===== src/rtl/shsp_pkg.sv =====
// Shared types, constants and coil tables of the half-step positioner.
package shsp_pkg;

    localparam int STEPS_PER_BURST_DEF = 8;
    localparam int FRAC_BITS = 21;

    localparam logic signed [15:0] OFFSET_RST = 16'sd1024;
    localparam logic [19:0] GAIN_RST = 20'd166886;
    localparam logic signed [15:0] HOME_START_POS = 16'sd8;

    localparam logic CFG_TARGET_OFFSET = 1'b0;
    localparam logic CFG_ANGLE_GAIN = 1'b1;

    typedef enum logic [1:0] {
        CMD_SET_ANGLE = 2'd0,
        CMD_UPDATE = 2'd1,
        CMD_HOME = 2'd2
    } t_cmd;

    typedef enum logic [1:0] {
        DIR_STOP = 2'd0,
        DIR_CCW = 2'd1,
        DIR_CW = 2'd2
    } t_dir;

    typedef enum logic [3:0] {
        S_IDLE,
        S_MUL,
        S_SUM,
        S_SAT,
        S_DIR,
        S_UPD,
        S_STEP,
        S_HOME,
        S_OFF
    } t_state;

    typedef struct packed {
        logic cap;
        logic mul;
        logic sum;
        logic sat;
        logic set_dir;
        logic stop_dir;
        logic step;
        logic step_cw;
        logic emit_off;
        logic off_last;
        logic home_start;
        logic clr_pos;
    } t_dp_cmd;

    typedef struct packed {
        t_dir dir;
        logic ccw_reached;
        logic cw_reached;
        logic done_up;
        logic done_dn;
        logic out_free;
        logic sw;
    } t_dp_stat;

    function automatic logic [3:0] ccw_coils(input logic [2:0] idx);
        logic [3:0] c;
        case (idx)
            3'd0: c = 4'h1;
            3'd1: c = 4'h3;
            3'd2: c = 4'h2;
            3'd3: c = 4'h6;
            3'd4: c = 4'h4;
            3'd5: c = 4'hc;
            3'd6: c = 4'h8;
            default: c = 4'h9;
        endcase
        return c;
    endfunction

    function automatic logic [3:0] cw_coils(input logic [2:0] idx);
        logic [3:0] c;
        case (idx)
            3'd0: c = 4'h1;
            3'd1: c = 4'h9;
            3'd2: c = 4'h8;
            3'd3: c = 4'hc;
            3'd4: c = 4'h4;
            3'd5: c = 4'h6;
            3'd6: c = 4'h2;
            default: c = 4'h3;
        endcase
        return c;
    endfunction

endpackage


===== src/rtl/shsp_dp.sv =====
// Datapath of the positioner: registers, target arithmetic, stepping and output register.
module shsp_dp
    import shsp_pkg::*;
#(
    parameter int STEPS_PER_BURST = STEPS_PER_BURST_DEF
) (
    input  logic               i_clk,
    input  logic               i_rst_n,
    input  logic               i_cfg_we,
    input  logic               i_cfg_idx,
    input  logic [19:0]        i_cfg_data,
    input  logic signed [15:0] i_angle,
    input  logic               i_switch_high,
    input  t_dp_cmd            i_cmd,
    output t_dp_stat           o_stat,
    input  logic               i_out_ready,
    output logic               o_out_valid,
    output logic [3:0]         o_coils,
    output logic signed [15:0] o_position,
    output logic               o_finished,
    output logic               o_last
);

    localparam int IDX_W = (STEPS_PER_BURST > 1) ? $clog2(STEPS_PER_BURST) : 1;

    logic signed [15:0] r_offset;
    logic [19:0]        r_gain;
    logic signed [15:0] r_angle;
    logic               r_sw;
    logic signed [36:0] r_prod;
    logic signed [39:0] r_sum;
    logic signed [15:0] r_pos;
    logic signed [15:0] r_target;
    t_dir               r_dir;
    logic [IDX_W-1:0]   r_idx;
    logic               r_ovalid;
    logic [3:0]         r_ocoils;
    logic signed [15:0] r_opos;
    logic               r_ofin;
    logic               r_olast;

    logic signed [36:0] n_prod;
    logic signed [39:0] n_sum;
    logic signed [19:0] quot;
    logic signed [15:0] n_target;
    logic signed [15:0] pos_inc;
    logic signed [15:0] pos_dec;
    logic signed [15:0] pos_step;
    logic               last_idx;
    logic               moving;
    logic [2:0]         tab_idx;

    assign n_prod = r_angle * $signed({1'b0, r_gain});
    assign n_sum = {{3{r_offset[15]}}, r_offset, {FRAC_BITS{1'b0}}}
                 + {{3{r_prod[36]}}, r_prod};
    assign quot = {r_sum[39], r_sum[39:FRAC_BITS]}
                + {19'd0, r_sum[39] & (|r_sum[FRAC_BITS-1:0])};

    always_comb begin
        if (quot > 20'sd32767) begin
            n_target = 16'sh7fff;
        end else if (quot < -20'sd32768) begin
            n_target = 16'sh8000;
        end else begin
            n_target = quot[15:0];
        end
    end

    assign pos_inc = r_pos + 16'sd1;
    assign pos_dec = r_pos - 16'sd1;
    assign pos_step = i_cmd.step_cw ? pos_dec : pos_inc;
    assign last_idx = (r_idx == IDX_W'(STEPS_PER_BURST - 1));
    assign moving = (r_dir == DIR_CCW) || (r_dir == DIR_CW);
    assign tab_idx = 3'(r_idx);

    assign o_stat.dir = r_dir;
    assign o_stat.ccw_reached = (r_pos >= r_target);
    assign o_stat.cw_reached = (r_pos <= r_target);
    assign o_stat.done_up = (pos_inc >= r_target) || last_idx;
    assign o_stat.done_dn = (pos_dec <= r_target) || last_idx;
    assign o_stat.out_free = !r_ovalid || i_out_ready;
    assign o_stat.sw = r_sw;

    always_ff @(posedge i_clk) begin
        if (!i_rst_n) begin
            r_offset <= OFFSET_RST;
            r_gain <= GAIN_RST;
            r_pos <= '0;
            r_target <= '0;
            r_dir <= DIR_STOP;
            r_ovalid <= 1'b0;
        end else begin
            if (i_cfg_we) begin
                case (i_cfg_idx)
                    CFG_TARGET_OFFSET: r_offset <= i_cfg_data[15:0];
                    default: r_gain <= i_cfg_data;
                endcase
            end
            if (i_cmd.sat) begin
                r_target <= n_target;
            end else if (i_cmd.home_start) begin
                r_target <= '0;
            end
            if (i_cmd.set_dir) begin
                if (r_pos < r_target) begin
                    r_dir <= DIR_CCW;
                end else if (r_pos > r_target) begin
                    r_dir <= DIR_CW;
                end
            end else if (i_cmd.stop_dir) begin
                r_dir <= DIR_STOP;
            end
            if (i_cmd.step) begin
                r_pos <= pos_step;
            end else if (i_cmd.home_start && r_sw) begin
                r_pos <= HOME_START_POS;
            end else if (i_cmd.clr_pos) begin
                r_pos <= '0;
            end
            if (i_cmd.step || i_cmd.emit_off) begin
                r_ovalid <= 1'b1;
            end else if (i_out_ready) begin
                r_ovalid <= 1'b0;
            end
        end
    end

    always_ff @(posedge i_clk) begin
        if (i_cmd.cap) begin
            r_angle <= i_angle;
            r_sw <= i_switch_high;
            r_idx <= '0;
        end else if (i_cmd.step) begin
            r_idx <= r_idx + 1'b1;
        end
        if (i_cmd.mul) begin
            r_prod <= n_prod;
        end
        if (i_cmd.sum) begin
            r_sum <= n_sum;
        end
        if (i_cmd.step) begin
            r_ocoils <= i_cmd.step_cw ? cw_coils(tab_idx) : ccw_coils(tab_idx);
            r_opos <= pos_step;
            r_ofin <= !moving;
            r_olast <= 1'b0;
        end else if (i_cmd.emit_off) begin
            r_ocoils <= 4'h0;
            r_opos <= i_cmd.clr_pos ? 16'sd0 : r_pos;
            r_ofin <= !moving;
            r_olast <= i_cmd.off_last;
        end
    end

    assign o_out_valid = r_ovalid;
    assign o_coils = r_ocoils;
    assign o_position = r_opos;
    assign o_finished = r_ofin;
    assign o_last = r_olast;

endmodule


===== src/rtl/shsp_ctrl.sv =====
// Controller state machine of the positioner.
module shsp_ctrl
    import shsp_pkg::*;
(
    input  logic       i_clk,
    input  logic       i_rst_n,
    input  logic       i_in_valid,
    input  logic [1:0] i_in_cmd,
    output logic       o_in_ready,
    input  t_dp_stat   i_stat,
    output t_dp_cmd    o_cmd
);

    t_state r_state;
    t_state n_state;
    logic   r_cw;
    logic   n_cw;
    logic   r_home;
    logic   n_home;

    always_ff @(posedge i_clk) begin
        if (!i_rst_n) begin
            r_state <= S_IDLE;
            r_cw <= 1'b0;
            r_home <= 1'b0;
        end else begin
            r_state <= n_state;
            r_cw <= n_cw;
            r_home <= n_home;
        end
    end

    always_comb begin
        n_state = r_state;
        n_cw = r_cw;
        n_home = r_home;
        o_cmd = '0;
        o_in_ready = (r_state == S_IDLE);
        case (r_state)
            S_IDLE: begin
                if (i_in_valid) begin
                    o_cmd.cap = 1'b1;
                    case (t_cmd'(i_in_cmd))
                        CMD_SET_ANGLE: n_state = S_MUL;
                        CMD_UPDATE: begin
                            n_home = 1'b0;
                            n_state = S_UPD;
                        end
                        CMD_HOME: begin
                            n_home = 1'b1;
                            n_state = S_HOME;
                        end
                        default: n_state = S_IDLE;
                    endcase
                end
            end
            S_MUL: begin
                o_cmd.mul = 1'b1;
                n_state = S_SUM;
            end
            S_SUM: begin
                o_cmd.sum = 1'b1;
                n_state = S_SAT;
            end
            S_SAT: begin
                o_cmd.sat = 1'b1;
                n_state = S_DIR;
            end
            S_DIR: begin
                o_cmd.set_dir = 1'b1;
                n_state = S_IDLE;
            end
            S_UPD: begin
                case (i_stat.dir)
                    DIR_CCW: begin
                        if (i_stat.ccw_reached) begin
                            o_cmd.stop_dir = 1'b1;
                            n_state = S_OFF;
                        end else begin
                            n_cw = 1'b0;
                            n_state = S_STEP;
                        end
                    end
                    DIR_CW: begin
                        if (i_stat.cw_reached) begin
                            o_cmd.stop_dir = 1'b1;
                            n_state = S_OFF;
                        end else begin
                            n_cw = 1'b1;
                            n_state = S_STEP;
                        end
                    end
                    default: n_state = S_OFF;
                endcase
            end
            S_STEP: begin
                if (i_stat.out_free) begin
                    o_cmd.step = 1'b1;
                    o_cmd.step_cw = r_cw;
                    if (r_cw ? i_stat.done_dn : i_stat.done_up) begin
                        n_state = S_OFF;
                    end
                end
            end
            S_HOME: begin
                if (i_stat.out_free) begin
                    o_cmd.emit_off = 1'b1;
                    o_cmd.home_start = 1'b1;
                    if (i_stat.sw) begin
                        n_cw = 1'b1;
                        n_state = S_STEP;
                    end else begin
                        n_state = S_OFF;
                    end
                end
            end
            S_OFF: begin
                if (i_stat.out_free) begin
                    o_cmd.emit_off = 1'b1;
                    o_cmd.off_last = 1'b1;
                    o_cmd.clr_pos = r_home;
                    n_state = S_IDLE;
                end
            end
            default: n_state = S_IDLE;
        endcase
    end

endmodule


===== src/rtl/stepper_half_step_positioner_top.sv =====
// Top level of the half-step stepper positioner.
//
// Channel   Direction  Handshake                Payload
// s_*       in         i_s_tvalid / o_s_tready  tdata: angle, switch_high; tuser: cmd
// m_*       out        o_m_tvalid / i_m_tready  tdata: coils, position, finished; tlast
// cfg_*     in         i_cfg_we                 index 0 target_offset, 1 angle_gain
//
// A set_angle item steps through multiply, add, saturate and direction.
// An update item gives its steps and a closing off result; a home item adds an off result before any steps.
// One result leaves per cycle through a single output register; a stalled output
// stops the state machine until the result is taken.
// Reset is synchronous and restores the registers and an empty output.
module stepper_half_step_positioner_top
    import shsp_pkg::*;
#(
    parameter int STEPS_PER_BURST = STEPS_PER_BURST_DEF
) (
    input  logic        i_clk,
    input  logic        i_rst_n,
    input  logic        i_s_tvalid,
    output logic        o_s_tready,
    input  logic [23:0] i_s_tdata,   // angle [15:0], switch_high [16], zero [23:17]
    input  logic [1:0]  i_s_tuser,   // cmd [1:0]
    output logic        o_m_tvalid,
    input  logic        i_m_tready,
    output logic [23:0] o_m_tdata,   // coils [3:0], position [19:4], finished [20], zero [23:21]
    output logic        o_m_tlast,
    input  logic        i_cfg_we,
    input  logic        i_cfg_idx,
    input  logic [19:0] i_cfg_data
);

    t_dp_cmd            dp_cmd;
    t_dp_stat           dp_stat;
    logic [3:0]         coils;
    logic signed [15:0] position;
    logic               finished;

    shsp_ctrl u_ctrl (
        .i_clk      (i_clk),
        .i_rst_n    (i_rst_n),
        .i_in_valid (i_s_tvalid),
        .i_in_cmd   (i_s_tuser),
        .o_in_ready (o_s_tready),
        .i_stat     (dp_stat),
        .o_cmd      (dp_cmd)
    );

    shsp_dp #(
        .STEPS_PER_BURST (STEPS_PER_BURST)
    ) u_dp (
        .i_clk         (i_clk),
        .i_rst_n       (i_rst_n),
        .i_cfg_we      (i_cfg_we),
        .i_cfg_idx     (i_cfg_idx),
        .i_cfg_data    (i_cfg_data),
        .i_angle       (i_s_tdata[15:0]),
        .i_switch_high (i_s_tdata[16]),
        .i_cmd         (dp_cmd),
        .o_stat        (dp_stat),
        .i_out_ready   (i_m_tready),
        .o_out_valid   (o_m_tvalid),
        .o_coils       (coils),
        .o_position    (position),
        .o_finished    (finished),
        .o_last        (o_m_tlast)
    );

    assign o_m_tdata = {3'b000, finished, position, coils};

endmodule


===== config.mk =====
export PLATFORM = sky130hd
export DESIGN_NAME = stepper_half_step_positioner_top
export DESIGN_NICKNAME = d
export VERILOG_FILES = /design/src/rtl/shsp_pkg.sv /design/src/rtl/shsp_dp.sv /design/src/rtl/shsp_ctrl.sv /design/src/rtl/stepper_half_step_positioner_top.sv
export SDC_FILE = /design/constraint.sdc
export NUM_CORES = 1
export LEC_CHECK = 0
export BUFFER_PORTS_ARGS = -buffer_cell sky130_fd_sc_hd__buf_2
export CAP_MARGIN = 10
export CORE_ASPECT_RATIO = 2
export CORE_MARGIN = 3
export CORE_UTILIZATION = 65
export CTS_BUF_LIST = sky130_fd_sc_hd__clkbuf_8 sky130_fd_sc_hd__clkbuf_16
export CTS_CLUSTER_DIAMETER = 30
export DETAILED_ROUTE_END_ITERATION = 10
export HOLD_SLACK_MARGIN = 0.1
export MAX_ROUTING_LAYER = met4
export PLACE_DENSITY = 0.9
export SYNTH_ARGS = -nofsm -noshare
export SYNTH_HDL_FRONTEND = slang
export SYNTH_SLANG_ARGS = --single-unit

===== constraint.sdc =====
create_clock -name i_clk -period 17.2 [get_ports i_clk]
set_clock_uncertainty 0.05 [all_clocks]
set_input_delay 3.44 -clock i_clk [delete_from_list [all_inputs] [get_ports i_clk]]
set_output_delay 3.44 -clock i_clk [all_outputs]
set_load 0.01 [all_outputs]

==> flow_metrics.tcl <==
set metrics [dict create \
    die_area_um2 34100 \
    cts_setup_buffers 0 \
    rr_worst_depth 21 \
    post_drt_wl_per_cell_um 19.3 \
    ys_seq_area_share_pct 24.3 \
    synthToLayoutAreaGrowth_pct 5.96 \
    top_usage_layer "met2" \
    dp_hpwl_um 39900 \
    multi_input_area_um2 13900 \
    ff_latch_area_um2 5010 \
    firstDrtPassIters 7 \
    cts_sinks 194 \
    cp.required_ns 17.36 \
    status "complete, no violations" \
    async_reset_ff_share_pct 0 \
    ant_nets 0 \
    die_x_um 132 \
    grt_use_met3_pct 4.48 \
    remaining_drc_errors 0 \
    worst_pin_slew_ns 1.14 \
    synth.largest_area_cell "fa_1" \
    fp.dieH_um 258 \
    nets 2730 \
    clk_path_buf_depth 2 \
    cp.arrival_ns 7.67 \
    max_cap_violations 0 \
    grt_use_met2_pct 58.8 \
    yosysMostFrequentCell "inv_1" \
    synth.ff_latch_count 194 \
    grt_pass1_wl_um 83300 \
    dp.cells 2618 \
    fp.coreArea_um2 31100 \
    hold_ws_ns 0.371 \
    timing.final.crit_share_pct 43.6 \
    postCtsHoldBufs 0 \
    synth_top_cell_area_share_pct 24.3 \
    grt_max_degree 78 \
    synth_area_um2 20700 \
    hold_viol_final 0 \
    diodes 0 \
    clock-root-buffer "clkbuf_16" \
    grt_usage_pct 31.8 \
    finalCriticalPeriod_ns 7.51 \
    stdcell_count 2650 \
    finalSetupViolCount 0 \
    htree_levels 4 \
    ios 79 \
    rsz0062_at_grt "no" \
    routabilityCongestion 0.993 \
    grt_use_met1_pct 29.7 \
    synthFlopType "edfxtp_1" \
    hold_class "reg -> reg" \
    overflow 0 \
    drt_first_iter_violations 988 \
    cts_buffers 17 \
    portBuffers 68 \
    grt_antenna_before_repair 0 \
    fillCellCount 2191 \
    end_kind "register" \
    postSynthCellCount 2213 \
    slew_violations 0 \
    ys_types 74 \
    clk-insertion-delay-late_ns 0.46 \
    synth_area_leaders "fa_1 24%, edfxtp_1 16%, ha_1 13%" \
    synthTopCellsByCount "364 x inv_1, 311 x nand2_1, 251 x fa_1" \
    rows 91 \
    num_vias 16000 \
    detail_route.vias_per_cell 6.05 \
    min_path_cells 0 \
    path_clk_slew_ns 0.08 \
    grt_pass1_vias 17400 \
    setup-tns-final_ns 0 \
    start_util_pct 66.4 \
    timing.fmax_ghz 0.133 \
    start_kind "register" \
    slew-limit-headroom_pct 23.9 \
    critical_path_class "reg -> reg" \
    cp_max_fo 20 \
    yosysWarningCount 0 \
    syn-mean-instance-area_um2 9.33 \
    cts_tree "yes" \
    synth_edf_count 113 \
    cts_resized 0 \
    drt-total-wl_um 51100 \
    drive_above_1_share_pct 5.96 \
]
==> registers in the layout (all words and copies together), names as in the netlist, 2 cells and up <==
register	count
u_dp.r_sum	38
u_dp.r_prod	37
u_dp.r_gain	20
u_dp.o_position	16
u_dp.r_angle	16
u_dp.r_offset	16
u_dp.r_pos	16
u_dp.r_target	16
u_ctrl.r_state	4
u_dp.o_coils	4
u_dp.r_idx	3
u_dp.r_dir	2
==> routing by layer <==
layer	wire length, um	vias up
met5	0	-
met4	4200	0
met3	2980	337
met2	27900	812
met1	16000	7755
li1	-	7123
==> through the flow <==
| stage | area (um^2) | worst slack, ns | util [%] |
|---|---|---|---|
| 3_5_place_dp | 21300 | 9.77 | 68.4 |
| 2_1_floorplan | 20700 | 10.74 | - |
| 5_1_grt | 21900 | 9.46 | 70.4 |
| 6_report | 21900 | 9.69 | 70.4 |
| 4_1_cts | 21900 | 9.78 | 70.4 |
| 3_3_place_gp | 21300 | 9.95 | 68.4 |
==> worst paths after layout <==
path                             start                         to  slack (ns)
max          u_dp.r_angle[4]$_DFFE_PP_  u_dp.r_prod[36]$_DFFE_PN_        9.69
min          u_dp.r_prod[20]$_DFFE_PN_   u_dp.r_sum[20]$_DFFE_PN_        0.37
min reg2reg  u_dp.r_prod[20]$_DFFE_PN_   u_dp.r_sum[20]$_DFFE_PN_        0.37
max reg2reg  u_dp.r_angle[4]$_DFFE_PP_  u_dp.r_prod[36]$_DFFE_PN_        9.69
==> critical path: stages (launching register included) <==
cell      delay, ns
edfxtp_1       0.98
nand2_1        0.21
fa_1           0.57
inv_1          0.05
fa_1           0.54
inv_1          0.06
fa_1           0.50
inv_1          0.05
fa_1           0.48
inv_1          0.06
fa_1           0.54
inv_1          0.06
fa_1           0.47
ha_1           0.47
nand4_1        0.23
nor3_1         0.25
nand4_1        0.25
a21oi_1        0.52
a211oi_1       0.19
o41ai_1        0.43
a21oi_1        0.14
xnor2_1        0.14
==> cells in the final DEF, fill, tap and decap left out, types with 19 or more instances in the layout <==
| cell | synthesis | layout |
|---|---|---|
| buf_2 | 0 | 68 |
| fa_1 | 251 | 251 |
| ha_1 | 208 | 208 |
| a21o_1 | 19 | 19 |
| a21oi_1 | 63 | 62 |
| xnor2_1 | 62 | 62 |
| inv_1 | 364 | 364 |
| nand2_1 | 311 | 311 |
| nor2_1 | 82 | 81 |
| nand3_1 | 36 | 36 |
| dfxtp_1 | 81 | 81 |
| xor2_1 | 23 | 23 |
| nor3_1 | 24 | 24 |
| and2_1 | 154 | 154 |
| a21boi_0 | 48 | 48 |
| edfxtp_1 | 113 | 113 |
| nor2b_1 | 25 | 25 |
| o21ai_0 | 44 | 44 |
==> kinds of logic (layout without fill, tap and decap cells) <==
kind of cell               count (synthesis)  count (layout)  share of synthesized area (%)
AOI/OAI and AO/OA                        276             276                           9.11
other                                      1               3                         0.0182
muxes                                      9               9                          0.442
and+or+nand+nor                          730             730                           17.2
xor gates and xnor gates                  85              85                           3.60
buffers and inverters                    459             476                           8.42
DFF                                      194             194                           24.3
adders and majority gates                459             459                           36.9
==> final cells by class <==
| cell class | instances | share of cell area (%) |
|---|---|---|
| flip-flops and latches | 194 | 22.9 |
| inverters | 364 | 6.24 |
| multi-input cells | 1562 | 63.6 |
| clock buffers | 17 | 1.94 |
| repair buffers | 80 | 1.97 |
| well taps | 418 | 2.39 |
| clock inverters | 15 | 0.909 |
Power is left out: the tool's default activity adds up to more than one toggle a clock period on the data nets, which glitch-free logic cannot reach.
